`config.mk`:
```
export PLATFORM = sky130hd
export DESIGN_NAME = sparse_polynomial_adder_core
export DESIGN_NICKNAME = d
export VERILOG_FILES = /design/src/hdl/spa_pkg.sv /design/src/hdl/spa_term_store.sv /design/src/hdl/sparse_polynomial_adder_core.sv
export VERILOG_INCLUDE_DIRS = /design/src /design/src/hdl
export SDC_FILE = /design/constraint.sdc
export NUM_CORES = 1
export LEC_CHECK = 0
export BUFFER_PORTS_ARGS = -buffer_cell sky130_fd_sc_hd__buf_4
export CORE_MARGIN = 2
export CORE_UTILIZATION = 56
export DETAILED_ROUTE_END_ITERATION = 8
export PLACE_DENSITY = 0.75
export SLEW_MARGIN = 20
export SYNTH_ARGS = -nofsm -noshare
export SYNTH_HDL_FRONTEND = slang
export SYNTH_SLANG_ARGS = --single-unit
```
`constraint.sdc`:
```
create_clock -name clk -period 4.7 [get_ports clk]
set_input_delay 0 -clock clk [delete_from_list [all_inputs] [get_ports clk]]
set_output_delay 0 -clock clk [all_outputs]
set_load 0.01 [all_outputs]
```
`src/hdl/sparse_polynomial_adder_core_macros.svh`:
```
// ----------------------------------------------------------------------------
// sparse polynomial adder assertion macros
// concurrent checks on the rising edge of clk, disabled while rst is high
// ----------------------------------------------------------------------------
`ifndef SPARSE_POLYNOMIAL_ADDER_CORE_MACROS_SVH
`define SPARSE_POLYNOMIAL_ADDER_CORE_MACROS_SVH

`ifndef SYNTHESIS

// consequent must hold in the same cycle as the antecedent
`define SPA_ASSERT_SAME(label, ante, cons) \
  label: assert property (@(posedge clk) disable iff (rst) (ante) |-> (cons)) \
    else $error("spa check failed");

// consequent must hold in the cycle after the antecedent
`define SPA_ASSERT_NEXT(label, ante, cons) \
  label: assert property (@(posedge clk) disable iff (rst) (ante) |=> (cons)) \
    else $error("spa check failed");

`else

`define SPA_ASSERT_SAME(label, ante, cons)
`define SPA_ASSERT_NEXT(label, ante, cons)

`endif

`endif

```
`src/hdl/spa_pkg.sv`:
```
// ----------------------------------------------------------------------------
// spa_pkg
// shared types and constants of the sparse polynomial adder
// ----------------------------------------------------------------------------
package spa_pkg;

  // term store capacity per polynomial
  localparam int MAX_TERMS = 16;
  localparam int ADDR_W    = (MAX_TERMS > 1) ? $clog2(MAX_TERMS) : 1;
  localparam int CNT_W     = $clog2(MAX_TERMS + 1);

  localparam int EXP_W     = 8;
  localparam int COEF_W    = 16;
  localparam int SUM_W     = COEF_W + 1;
  localparam int IN_DATA_W = 24;
  localparam int OUT_DATA_W = 32;

  // operation codes carried in the input tuser
  typedef enum logic [1:0] {
    OP_LOAD_FIRST  = 2'd0,
    OP_LOAD_SECOND = 2'd1,
    OP_COMPUTE     = 2'd2,
    OP_NONE        = 2'd3
  } op_t;

  // one stored term
  typedef struct packed {
    logic [EXP_W-1:0]         exponent;
    logic signed [COEF_W-1:0] coefficient;
  } term_t;

  // control from the sequencer to a term store
  typedef struct packed {
    logic load;
    logic clear;
  } store_ctrl_t;

endpackage

```
`src/hdl/spa_term_store.sv`:
```
// ----------------------------------------------------------------------------
// spa_term_store
// term memory of one polynomial with fill count and registered read port
// ----------------------------------------------------------------------------
module spa_term_store (
  input  logic                clk,
  input  logic                rst,
  input  spa_pkg::store_ctrl_t ctrl,
  input  spa_pkg::term_t      wr_term,
  input  logic [spa_pkg::CNT_W-1:0] rd_idx,
  output spa_pkg::term_t      rd_term,
  output logic [spa_pkg::CNT_W-1:0] count,
  output logic                full
);
  import spa_pkg::*;

  term_t mem [MAX_TERMS];

  assign full = (count == CNT_W'(MAX_TERMS));

  // fill count, cleared after a compute
  always_ff @(posedge clk) begin
    if (rst || ctrl.clear) begin
      count <= '0;
    end else if (ctrl.load && !full) begin
      count <= count + CNT_W'(1);
    end
  end

  // write at the fill position
  always_ff @(posedge clk) begin
    if (ctrl.load && !full) begin
      mem[count[ADDR_W-1:0]] <= wr_term;
    end
  end

  // registered read
  always_ff @(posedge clk) begin
    rd_term <= mem[rd_idx[ADDR_W-1:0]];
  end

endmodule

```
`src/hdl/sparse_polynomial_adder_core.sv`:
```
// ----------------------------------------------------------------------------
// sparse_polynomial_adder_core: loads are taken while idle; a compute gives its sum
// terms one at a time after a start read, each by a memory read and a compare/add.
// Ready is low from a non-empty compute transfer until the last term transfers.
// rst (sync, active high) empties both stores and clears overflow.
// ----------------------------------------------------------------------------
`include "sparse_polynomial_adder_core_macros.svh"

module sparse_polynomial_adder_core (
  input  logic        clk,
  input  logic        rst,
  input  logic        s_axis_tvalid,
  output logic        s_axis_tready,
  input  logic [spa_pkg::IN_DATA_W-1:0]  s_axis_tdata,  // term_exponent, term_coefficient
  input  logic [1:0]  s_axis_tuser,                     // operation
  output logic        m_axis_tvalid,
  input  logic        m_axis_tready,
  output logic [spa_pkg::OUT_DATA_W-1:0] m_axis_tdata,  // sum_exponent, sum_coefficient
  output logic        m_axis_tlast,                     // last_term
  output logic [0:0]  m_axis_tuser                      // overflow_seen
);
  import spa_pkg::*;

  typedef enum logic [3:0] {
    S_IDLE  = 4'b0001,
    S_READ  = 4'b0010,
    S_MERGE = 4'b0100,
    S_OUT   = 4'b1000
  } state_t;

  state_t state, state_next;

  logic [CNT_W-1:0] idx_a, idx_b, idx_a_next, idx_b_next;
  logic [CNT_W-1:0] count_a, count_b;
  logic             full_a, full_b;
  term_t            term_a, term_b, in_term;
  store_ctrl_t      ctrl_a, ctrl_b;
  logic             overflow_flag;
  op_t              op;
  logic             in_xfer, out_xfer;

  // merge unit signals
  logic              valid_a, valid_b, use_a, use_b;
  logic [SUM_W-1:0]  add_a, add_b, sum;
  logic [EXP_W-1:0]  sum_exp;
  logic              last;

  // output register
  logic [EXP_W-1:0]  out_exp;
  logic [SUM_W-1:0]  out_coef;
  logic              out_last;
  logic              out_ovf;

  assign op      = op_t'(s_axis_tuser);
  assign in_term = '{exponent: s_axis_tdata[7:0], coefficient: s_axis_tdata[23:8]};
  assign s_axis_tready = (state == S_IDLE);
  assign in_xfer  = s_axis_tvalid && s_axis_tready;
  assign out_xfer = m_axis_tvalid && m_axis_tready;

  // store control
  assign ctrl_a = '{load: in_xfer && (op == OP_LOAD_FIRST),
                    clear: out_xfer && out_last};
  assign ctrl_b = '{load: in_xfer && (op == OP_LOAD_SECOND),
                    clear: out_xfer && out_last};

  spa_term_store u_store_a (
    .clk     (clk),
    .rst     (rst),
    .ctrl    (ctrl_a),
    .wr_term (in_term),
    .rd_idx  (idx_a),
    .rd_term (term_a),
    .count   (count_a),
    .full    (full_a)
  );

  spa_term_store u_store_b (
    .clk     (clk),
    .rst     (rst),
    .ctrl    (ctrl_b),
    .wr_term (in_term),
    .rd_idx  (idx_b),
    .rd_term (term_b),
    .count   (count_b),
    .full    (full_b)
  );

  // shared compare and add unit
  always_comb begin
    valid_a = (idx_a < count_a);
    valid_b = (idx_b < count_b);
    use_a   = valid_a && (!valid_b || (term_a.exponent >= term_b.exponent));
    use_b   = valid_b && (!valid_a || (term_b.exponent >= term_a.exponent));
    add_a   = use_a ? {term_a.coefficient[COEF_W-1], term_a.coefficient} : '0;
    add_b   = use_b ? {term_b.coefficient[COEF_W-1], term_b.coefficient} : '0;
    sum     = add_a + add_b;
    sum_exp = use_a ? term_a.exponent : term_b.exponent;
    idx_a_next = use_a ? idx_a + CNT_W'(1) : idx_a;
    idx_b_next = use_b ? idx_b + CNT_W'(1) : idx_b;
    last    = (idx_a_next >= count_a) && (idx_b_next >= count_b);
  end

  // sequencer next state
  always_comb begin
    state_next = state;
    unique case (state)
      S_IDLE: begin
        if (in_xfer && (op == OP_COMPUTE) &&
            ((count_a != '0) || (count_b != '0))) begin
          state_next = S_READ;
        end
      end
      S_READ:  state_next = S_MERGE;
      S_MERGE: state_next = S_OUT;
      S_OUT: begin
        if (m_axis_tready) begin
          state_next = out_last ? S_IDLE : S_MERGE;
        end
      end
      default: state_next = S_IDLE;
    endcase
  end

  always_ff @(posedge clk) begin
    if (rst) begin
      state <= S_IDLE;
    end else begin
      state <= state_next;
    end
  end

  // merge indexes
  always_ff @(posedge clk) begin
    if (rst) begin
      idx_a <= '0;
      idx_b <= '0;
    end else if (state == S_IDLE) begin
      idx_a <= '0;
      idx_b <= '0;
    end else if (state == S_MERGE) begin
      idx_a <= idx_a_next;
      idx_b <= idx_b_next;
    end
  end

  // sticky overflow
  always_ff @(posedge clk) begin
    if (rst) begin
      overflow_flag <= 1'b0;
    end else if ((ctrl_a.load && full_a) || (ctrl_b.load && full_b)) begin
      overflow_flag <= 1'b1;
    end
  end

  // result register
  always_ff @(posedge clk) begin
    if (rst) begin
      m_axis_tvalid <= 1'b0;
    end else if (state == S_MERGE) begin
      m_axis_tvalid <= 1'b1;
    end else if (out_xfer) begin
      m_axis_tvalid <= 1'b0;
    end
  end

  always_ff @(posedge clk) begin
    if (state == S_MERGE) begin
      out_exp  <= sum_exp;
      out_coef <= sum;
      out_last <= last;
      out_ovf  <= overflow_flag;
    end
  end

  assign m_axis_tdata = {{(OUT_DATA_W - SUM_W - EXP_W){1'b0}}, out_coef, out_exp};
  assign m_axis_tlast = out_last;
  assign m_axis_tuser = out_ovf;

  // checks
  `SPA_ASSERT_SAME(a_ready_out_empty, s_axis_tready, !m_axis_tvalid)
  `SPA_ASSERT_NEXT(a_last_clears, out_xfer && m_axis_tlast, count_a == '0 && count_b == '0)
  `SPA_ASSERT_NEXT(a_ovf_sticky, overflow_flag, overflow_flag)
  `SPA_ASSERT_SAME(a_count_bound, 1'b1, count_a <= CNT_W'(MAX_TERMS))

endmodule

```
# Word-level counts from Yosys, hierarchy flattened
# Memory sizes are Yosys's and may differ from the RTL's. A register that Yosys moved wholly into a read port is not among the register bits.
# Index checks and enable logic that the tools add are counted.
dict set report word_totals {
  ram_bits 768
  reg_bits 53
  memories 2
  out_inout_bits 36
}
dict set report classes {
  reduce_logical 29
  order_cmp 6
  eq_ne 10
  mux 15
  addsub 5
}
# memory depth width read_ports rd_ports_with_merged_regs wr line
set memory_table {}
lappend memory_table {u_store_a.mem 16 24 1 1 1 spa_term_store.sv:17} ;# term_t mem [MAX_TERMS];
lappend memory_table {u_store_b.mem 16 24 1 1 1 spa_term_store.sv:17}
# cell count
set op_table {}
lappend op_table {{2-to-1 mux 17 bit} 2}
lappend op_table {{adder 5 x 1 -> 5 bit (second input constant)} 4}
lappend op_table {{adder 17 bit} 1}
lappend op_table {{greater-or-equal comparator 8 bit} 2}
lappend op_table {{case mux 4 bit (4 select lines)} 1}
lappend op_table {{logical AND 1 bit} 14}
lappend op_table {{== test 5 bit (second input constant)} 2}
lappend op_table {{greater-or-equal comparator 5 bit} 2}
lappend op_table {{less-than comparator 5 bit} 2}
lappend op_table {{2-to-1 mux 5 bit} 2}
lappend op_table {{nonzero test 5 bit} 2}
lappend op_table {{2-to-1 mux 4 bit} 2}
lappend op_table {{2-to-1 mux 8 bit} 1}
lappend op_table {{2-to-1 mux 1 bit} 6}
lappend op_table {{logical OR 1 bit} 5}
lappend op_table {{== test 4 x 1 -> 1 bit (second input constant)} 1}
lappend op_table {{== test 4 x 2 -> 1 bit (second input constant)} 1}
lappend op_table {{== test 4 x 3 -> 1 bit (second input constant)} 1}
lappend op_table {{== test 4 bit (second input constant)} 1}
lappend op_table {{zero test 1 bit} 4}
lappend op_table {{2-to-1 mux 3 bit} 1}
lappend op_table {{== test 2 x 1 -> 1 bit (second input constant)} 1}
lappend op_table {{== test 2 bit (second input constant)} 1}
lappend op_table {{zero test 2 bit} 1}
lappend op_table {{other kinds (5)} 5}

# Longest topological paths before layout
# Gate-level depths: netlist (run 1).
dict set report logic_depth {
  ltp_word 7
  depth_mapped 17
  mapped_depth_nobuf 16
}

# Cells and area by module
# From an unflattened synthesis (run 1), not the netlist that was laid out.
dict set report unflattened {
  hier_cells 1700
  hier_area_um2 33867.5
}
# module cells_per_inst area_per_inst_um2 n_inst
set by_module_without_submodules {}
lappend by_module_without_submodules {spa_term_store 669 15202.1 2}
lappend by_module_without_submodules {sparse_polynomial_adder_core 362 3463.3 1}

# Least setup slack after synthesis (run 1)
# No wires, ideal clock.
dict set report synth_path {
  path_kind {reg2reg}
  startpoint {reg u_store_a.count[2] in the netlist's numbering}
  endpoint {reg out_coef[14] (data pin)}
  t_arrival_ns 4.543
  path_slack_ns -0.001
  t_required_ns 4.542
  stages_incl_launch_ff 18
  path_cell_list {dfxtp_1 > clkbuf_1 > inv_1 > ha_1 > a21oi_1 > o21ai_0 > a31oi_1 > nor4bb_1 > nor2_1 > and2_1 > ha_1 > fa_1 > a21o_1 > a311o_1 > and2_1 > a221oi_2 > or4b_1 > o211ai_1}
}
dict set report synth_via {
  elab_chain_len 6
}
# item line
set synth_rtl {}
lappend synth_rtl {{start, declared} spa_term_store.sv:12} ;# output logic [spa_pkg::CNT_W-1:0] count,
lappend synth_rtl {{start signal, assigned} spa_term_store.sv:26} ;# count <= count + CNT_W'(1);
lappend synth_rtl {{less-than comparator 5 bit *} sparse_polynomial_adder_core.sv:90} ;# valid_a = (idx_a < count_a);
lappend synth_rtl {{zero test 1 bit} sparse_polynomial_adder_core.sv:93} ;# use_b = valid_b && (!valid_a || (term_b.exponent >= term_a.exponent));
lappend synth_rtl {{logical OR 1 bit} sparse_polynomial_adder_core.sv:93}
lappend synth_rtl {{logical AND 1 bit} sparse_polynomial_adder_core.sv:93}
lappend synth_rtl {{2-to-1 mux 17 bit} sparse_polynomial_adder_core.sv:95} ;# add_b = use_b ? {term_b.coefficient[COEF_W-1], term_b.coefficient} : '0;
lappend synth_rtl {{adder 17 bit *} sparse_polynomial_adder_core.sv:96} ;# sum = add_a + add_b;
lappend synth_rtl {{via sum[14]} sparse_polynomial_adder_core.sv:44} ;# logic [SUM_W-1:0] add_a, add_b, sum;
lappend synth_rtl {{end signal, assigned} sparse_polynomial_adder_core.sv:169} ;# out_coef <= sum;
lappend synth_rtl {{end, declared} sparse_polynomial_adder_core.sv:50} ;# logic [SUM_W-1:0] out_coef;
# The timed path passes the listed nets; every way through them passes the cells marked *.
# A chain may end at the register's enable or synchronous reset.

# Worst setup path after layout (run 1)
dict set report layout_path {
  startpoint {reg u_store_a.rd_term[22] (netlist name)}
  endpoint {reg out_coef[14] (data pin)}
}
dict set report layout_via {
  elab_chain_len 5
}
# item line
set layout_rtl {}
lappend layout_rtl {{greater-or-equal comparator 8 bit, on equally long branches} {sparse_polynomial_adder_core.sv:92, sparse_polynomial_adder_core.sv:93}}
lappend layout_rtl {{logical OR 1 bit, on equally long branches} {sparse_polynomial_adder_core.sv:92, sparse_polynomial_adder_core.sv:93}}
lappend layout_rtl {{logical AND 1 bit, on equally long branches} {sparse_polynomial_adder_core.sv:92, sparse_polynomial_adder_core.sv:93}}
lappend layout_rtl {{2-to-1 mux 17 bit, on equally long branches} {sparse_polynomial_adder_core.sv:94, sparse_polynomial_adder_core.sv:95}}
lappend layout_rtl {{adder 17 bit *} sparse_polynomial_adder_core.sv:96}
lappend layout_rtl {{via sum[14]} sparse_polynomial_adder_core.sv:44}
# Marks and branches as above.

==> run summary, run 1 <==
In this run the remaining antenna-violating nets after routing total 0. Clock tree synthesis found a total of 869 sinks. The number of setup buffers added after CTS was 0; the top-area cell type share of the netlist area was 69.39%. Per report_power, the clock group accounts for 40.7% of the total. For this run, design rule violations remaining after detail routing come to 0. The internal power summed over all cells is 12.49 mW. The min-delay analysis places its worst path in the category in2reg. Number of port buffers: 58. The most used flip-flop cell after synthesis is sky130_fd_sc_hd__edfxtp_1.

The worst clock skew came out at 21.80 ps. Number of failing hold endpoints at the final stage: 0. For the area taken by flip-flops and latches, the log shows 25370 µm². For this run, asynchronously set or reset flops after synthesis account for 0%.

The run gives 630 ps as the insertion delay of the later-clocked pin in the worst-skew pair. Once the floorplan was initialized, standard cells occupied 56.79% of the core. For the clock tree buffer depth, the log shows 3. Averaged over all synthesized cells, the footprint is 17.58 µm². The number of max-slew violations in the final report was 0; the standard-cell row count was 90.

Derived from the worst setup path, the maximum achievable clock frequency is 0.2260 GHz. At the pin with the least slew margin, the transition time is 1184 ps. For the detailed-route via count, the log shows 18520. The relative contribution of sequential cells to total power was 54.4%.

The placed instance count was 2752. The run gives 1834 as the violation count after the first detailed-route iteration. For the worst hold slack, the log shows 93.85 ps. The power per cell area was 405.0 nW/µm²; the average routed wire per standard cell was 26.87 µm.

The synthesis-stage register bit count is 869, and the length of the first detailed-routing pass in iterations is 5. Cells with a size suffix above 1 make up 19.59% of the layout. The run gives 0 as the remaining global-route overflow. Initial antenna violation count: 4. Number of flops mapped to enable cells by yosys: 795.

Summing the sequential cell areas from Yosys gives 73.70% of the chip area. Critical path data arrival time: 4890 ps. The final layout contains 2170 nets.

By area the synthesized netlist is led by sky130_fd_sc_hd__edfxtp_1 69%, sky130_fd_sc_hd__mux4_2 6.3%, sky130_fd_sc_hd__mux2i_1 4.5%. Routability-driven placement finished with a final weighted congestion of 0.8414. TritonCTS built the clock tree. The clock period could shrink to 4424 ps. The die is 251.9 µm wide. Clock-pin slew was measured on the worst setup and hold paths at 70 ps. The floorplan step defined a die boundary enclosing 63430 µm². For this design the total switching power over the nets is 3.289 mW. The gate count after technology mapping was 1957; the height of the chip was 251.9 µm. Fill cells in the final layout number 4046. The first global-routing pass estimated 116.6 mm of wire.

The wire length after detailed routing was 78.92 mm. The worst setup path is launched from a flip-flop. The required time at the endpoint of the critical path came out at 5170 ps.

Setup violations remaining at the end of the flow were counted as 0. The floorplan step defined a core boundary enclosing 60580 µm². The via count of the first global-routing pass is 18280. At the placement stage, the worst setup path has a slack of 138.9 ps.

By count the netlist is led by 795 x sky130_fd_sc_hd__edfxtp_1, 156 x sky130_fd_sc_hd__mux2i_1, 97 x sky130_fd_sc_hd__o21ai_0. Across the run, the number of max-cap violations was 0. The logs give 66 for the count of boundary I/O pins and 12.56 nW for the leakage power total. The flow ran to the end, and the final reports show no timing, DRC or antenna violations. By startpoint and endpoint, the worst setup path is classified as reg2reg. The portion of the clock cycle consumed by the worst path in the final layout works out to 94.14%. The biggest area contributor in the post-synthesis netlist is sky130_fd_sc_hd__edfxtp_1.

For the count of distinct cell types in the synthesized netlist, the log shows 62. The area growth from synthesis to layout is 13.27%. CTS placed an instance of sky130_fd_sc_hd__clkbuf_16 at the clock tree root. Setup repair after global routing left no endpoint under its margin. Maximum fanout count along the critical path: 4. The most frequent cell after synthesis was sky130_fd_sc_hd__edfxtp_1. The logs give 0 for the count of synthesis-stage warnings from yosys and 34400 µm² for the synthesized area. Entering global routing, the biggest net connects 149 pins. Net switching is 20.84% of the power. After detailed routing, the number of vias per cell comes to 6.306. The number of buffers inserted during clock tree synthesis came out at 85.

The headroom to the max-slew limit is 20.84%. The tools report the accumulated negative setup slack as 0 ps. Sort of element at the end of the critical path: a flip-flop.

The total global-route track usage came out at 25.25%. The count of cells in the finished layout, fillers not included, comes to 2937. IR analysis of the VDD net gives a maximum drop of 0.2780 mV.

For the portion of total power attributed to combinational logic, the log shows 4.8%. The clock tree synthesis step divided the H-tree into 3 levels. The worst path meets setup with 275.6 ps of slack. In the final layout, the multi-input gates occupy 8683 µm². The HPWL after detailed placement is 43.41 mm.
metrics by stage:
step | utilization, % | total power, mW | area [µm²]
2_1_floorplan | - | 9.166 | 34430
3_3_place_gp | 59.43 | 9.433 | 36010
3_5_place_dp | 59.43 | 9.471 | 36010
4_1_cts | 64.22 | 15.86 | 38910
5_1_grt | 64.32 | 16.24 | 38970
6_report | 64.32 | 15.78 | 38970
power groups by stage:
stage          logic, mW  registers (mW)  clock network (mW)
2_1_floorplan      0.429            8.74                   0
3_3_place_gp       0.687            8.75                   0
3_5_place_dp       0.719            8.75                   0
4_1_cts            0.749            8.59                6.52
5_1_grt            0.826            8.59                6.82
6_report           0.763            8.59                6.43
cell usage in the layout, fill, tap and decap left out, drive strengths merged, types with 13 or more instances in the layout:
master / Yosys / layout
a21o: 13 / 13
a21oi: 77 / 77
a221oi: 49 / 49
a22oi: 48 / 48
and2: 22 / 22
and3: 20 / 20
buf: 46 / 114
clkbuf: 60 / 130
clkinv: 1 / 21
dfxtp: 74 / 74
dlygate4sd3: 0 / 29
edfxtp: 795 / 795
ha: 52 / 52
inv: 25 / 26
mux2: 49 / 49
mux2i: 156 / 156
mux4: 96 / 96
nand2: 94 / 94
nand3: 14 / 14
nor2: 51 / 51
nor3: 17 / 17
o21ai: 98 / 98
xnor2: 21 / 21
path summary, 6_finish.rpt:
kind                          from                  to  slack, ps  cells past startpoint
max          u_store_a.rd_term[22]        out_coef[14]        280                     16
max reg2reg  u_store_a.rd_term[22]        out_coef[14]        280                     16
min                  s_axis_tvalid  u_store_a.count[0]         90                      5
min reg2reg          overflow_flag        m_axis_tuser        460                      0
worst max-delay path, cell delays in order (launching register included):
cell,delay (ps)
sky130_fd_sc_hd__dfxtp_1,330
sky130_fd_sc_hd__inv_1,50
sky130_fd_sc_hd__ha_1,310
sky130_fd_sc_hd__a21oi_1,140
sky130_fd_sc_hd__nand2_1,90
sky130_fd_sc_hd__a21oi_2,260
sky130_fd_sc_hd__nor4bb_4,360
sky130_fd_sc_hd__nor2_1,100
sky130_fd_sc_hd__and2_1,180
sky130_fd_sc_hd__ha_1,250
sky130_fd_sc_hd__fa_1,480
sky130_fd_sc_hd__a21o_1,230
sky130_fd_sc_hd__a311o_1,380
sky130_fd_sc_hd__and2_1,190
sky130_fd_sc_hd__a221oi_4,350
sky130_fd_sc_hd__or4b_1,480
sky130_fd_sc_hd__o211ai_1,100
state kept, by name (all words and copies together), names as in the netlist:
signal,count
m_axis_tuser,1
u_store_b.count,5
u_store_b.mem,384
out_exp,8
idx_b,5
u_store_a.rd_term,24
u_store_b.rd_term,24
overflow_flag,1
u_store_a.count,5
m_axis_tvalid,1
u_store_a.mem,384
m_axis_tlast,1
state,4
out_coef,17
idx_a,5
what timing repair did:
action | in CTS | in global routing
hold buffers | 29 | 0
setup endpoints to repair | 0 | 2
gates resized for setup | 0 | 4
hold endpoints to repair | 793 | 0
kinds of logic (layout without fill, tap and decap cells):
family                     count (synthesis)  count (layout)  share of synthesized area [%]
buffers and inverters                    132             323                          1.611
DFF                                      869             869                          73.70
and+or+nand+nor                          258             258                          3.713
AOI/OAI and AO/OA                        315             315                          5.877
xor gates and xnor gates                  28              28                         0.7128
adders and majority gates                 53              53                          1.949
muxes                                    301             301                          12.43
other                                      1               8                        0.01090
cell type report:
class | count | area share (%)
clock buffers | 130 | 6.284
inverters | 26 | 0.2504
diodes | 1 | 0.006422
well taps | 782 | 2.511
flip-flops and latches | 869 | 65.10
multi-input cells | 962 | 22.28
repair buffers | 143 | 3.153
clock inverters | 24 | 0.4174
routing by layer:
layer / vias up / track usage (%) / share of wire, % / wire [µm]
met4: 4 / 8.977 / 2.9 / 2256
met2: 816 / 40.63 / 48 / 38160
li1: 8062 / - / - / -
met1: 9499 / 35.12 / 41 / 32250
met5: - / 0 / 0.034 / 27
met3: 139 / 4.560 / 7.9 / 6231
Note: power is estimated with default switching activity, not from simulation.
==> inputs of run 2 (changes only) <==
CORE_ASPECT_RATIO = 0.75   (was not set)
==> run summary, run 2 (same netlist as run 1, synthesis figures left out) <==
The required time at the endpoint of the critical path is 5160 ps, and the post-route standard cell area excluding fillers is 39040 µm². For the setup violation total in the final timing report, the log shows 0. Max-cap violations in this run came to 0. Placer congestion estimate: 0.8670.

The number of setup buffers added after CTS was 0; the number of port buffers was 58. The logs give 43.82 mm for the detailed placer's ending HPWL and 0.2213 GHz for the achievable frequency. The portion of the clock cycle consumed by the worst path in the final layout works out to 96.15%.

The worst setup path is launched from a flip-flop. For the starting density of the core, the log shows 56.77%. The top cell types in the final layout, fill and taps aside, are 795 x sky130_fd_sc_hd__edfxtp_1, 156 x sky130_fd_sc_hd__mux2i_1, 111 x sky130_fd_sc_hd__buf_4. Setup slack at placement: 190.1 ps.

The slowest stage of the critical path belongs to the cell sky130_fd_sc_hd__fa_1. Across all layers, the routed design uses 18540 vias. The die covers 63450 µm². The number of failing hold endpoints at the final stage is 0, and the critical path data arrival time is 4980 ps. After clock tree synthesis, the clock-pin slew on the worst setup and hold paths is 70 ps. After global routing the overflow that remains totals 0. The tools report the sort of element at the end of the critical path as a flip-flop.

The ratio of cells with drive above 1 in the final layout was 20.07%. The signal on the critical path passes through inv_1 > ha_1 > a21oi_1 > nand2_1 > a21oi_1 > nor4bb_2 > nor2_1 > and2_1 > ha_1 > fa_1 > a21o_1 > a311o_1 > and2_1 > a221oi_2 > or4b_1 > o211ai_1. The initial antenna violation count is 2. The placeable core region is 60610 µm², and the first-pass GRT wire length is 115.8 mm. In this run the worst path has a maximum fanout of 3. Entering global routing, the biggest net connects 139 pins. In the routed layout, each cell is associated on average with a via count of 6.277. The kind of cell with the highest combined delay along the critical path is compound AO/OA/AOI/OAI gates. The headroom to the max-slew limit was 25.22%. TritonCTS built the clock tree.

The analysis attributes to cell leakage a power of 12.60 nW. The violation count after the first detailed-route iteration is 2163. The floorplan has 78 rows. The type of the most critical hold path was in2reg. The net count of the finished layout is 2173. In this run, CTS created clock tree buffers numbering 80. The library cell used most frequently in the layout, excluding fill and tap cells, is sky130_fd_sc_hd__edfxtp_1.

The die is 290.2 µm wide. The total DRC errors in the routed layout is 0. After routing, the total negative slack on setup checks comes to 0 ps.

The tools report the number of max-slew violations in the final report as 0. Relative to the synthesized area, the layout overhead comes to 13.47%. The transition at the pin with the smallest max-transition slack is 1119 ps. The tools report the clock tree root buffer cell as sky130_fd_sc_hd__clkbuf_16. The height of the chip is 218.7 µm.

The routed design has 78.85 mm of wire. The length of the first detailed-routing pass in iterations was 6. The kind of critical path is reg2reg. Clock skew on the completed layout was measured at 24.60 ps.

In the global route stage, overall resource usage came out at 25.05%. The power per cell area was 404.8 nW/µm²; the number of H-tree levels was 3. Dividing the detail-routed wire length by the instance count gives 26.69 µm. The run finished with clean final reports. In this run the cell area measured after placement is 36070 µm². For the clock sink total, the log shows 869. The via count of the first global-routing pass was 17970. The run gives 181.2 ps as the setup slack of the critical path after layout. The worst-case IR drop observed on VDD is 0.2612 mV.

66 I/O pins were placed. The shortest clock period the worst path allows after layout is 4519 ps. The detail route stage leaves a number of antenna-violating nets equal to 0. The count of buffering cells on the critical path with inverters included is 1, and the clock tree buffer depth is 3. The insertion delay of the later-clocked pin in the worst-skew pair was 620 ps; the critical path's largest stage delay was 470 ps.
run 2: cell count changes in the layout (fill, tap and decap cells not counted), sizes merged:
cell	previous run	this run
buf	114	119
bufinv	2	7
clkbuf	130	112
clkinv	21	24
dlygate4sd3	29	32
inv	26	27
run 2: power breakdown:
| part | internal, mW | leakage [nW] | switching (mW) | total [mW] |
|---|---|---|---|---|
| Combinational | 0.258 | 3.54 | 0.502 | 0.760 |
| Clock | 3.74 | 1.28 | 2.71 | 6.45 |
| Sequential | 8.54 | 7.77 | 0.0483 | 8.59 |
run 2: per-stage QoR:
step / power, mW / std cells / util (%) / hold slack [ps]
finish: 15.80 / 2954 / 64.41 / 62.34
global route: 16.26 / 2953 / 64.41 / 98.09
CTS: 15.87 / 2952 / 64.35 / 47.74
detailed placement: 9.472 / 2775 / 59.52 / 232.9
global placement: 9.440 / 2775 / 59.52 / 232.2
floorplan: 9.166 / 1963 / - / 98.87
run 2: final cells by class:
| cell class | count | area (µm²) |
|---|---|---|
| Tap cell | 800 | 1001 |
| Multi-Input combinational cell | 962 | 8640 |
| Timing Repair Buffer | 151 | 1321 |
| Fill cell | 4044 | 21570 |
| Antenna cell | 1 | 2.502 |
| Inverter | 26 | 97.59 |
| Clock buffer | 112 | 2255 |
| Clock inverter | 33 | 352.8 |
| Sequential cell | 869 | 25370 |
run 2: path summary, 6_finish.rpt:
| kind | startpoint | end | slack, ps | cells after the start |
|---|---|---|---|---|
| worst max-delay path | u_store_a.rd_term[22] | out_coef[14] | 180 | 16 |
| worst min-delay path | s_axis_tuser[1] | u_store_a.count[0] | 60 | 5 |
| worst max register to register | u_store_a.rd_term[22] | out_coef[14] | 180 | 16 |
| worst min register to register | overflow_flag | m_axis_tuser | 450 | 0 |
run 2: worst reg2reg max path, stage by stage, from the launching register on:
cell                       delay [ps]
sky130_fd_sc_hd__dfxtp_1          320
sky130_fd_sc_hd__inv_1             50
sky130_fd_sc_hd__ha_1             320
sky130_fd_sc_hd__a21oi_1          150
sky130_fd_sc_hd__nand2_1           70
sky130_fd_sc_hd__a21oi_1          360
sky130_fd_sc_hd__nor4bb_2         400
sky130_fd_sc_hd__nor2_1           100
sky130_fd_sc_hd__and2_1           170
sky130_fd_sc_hd__ha_1             270
sky130_fd_sc_hd__fa_1             470
sky130_fd_sc_hd__a21o_1           230
sky130_fd_sc_hd__a311o_1          380
sky130_fd_sc_hd__and2_1           190
sky130_fd_sc_hd__a221oi_2         330
sky130_fd_sc_hd__or4b_1           460
sky130_fd_sc_hd__o211ai_1         110
run 2: metal layers:
metal  part of all wire [%]  global-route usage (%)  up-vias
li1                       -                       -     8050
met1                     43                   37.59     9477
met2                     45                   37.53      891
met3                    9.9                   5.888      120
met4                    1.9                   6.024        4
met5                  0.030                       0        -
run 2: timing repair:
item                       in CTS  in global routing
hold endpoints to repair      794                  0
resized for setup               0                  1
hold buffers                   32                  0
setup endpoints to repair       0                  1
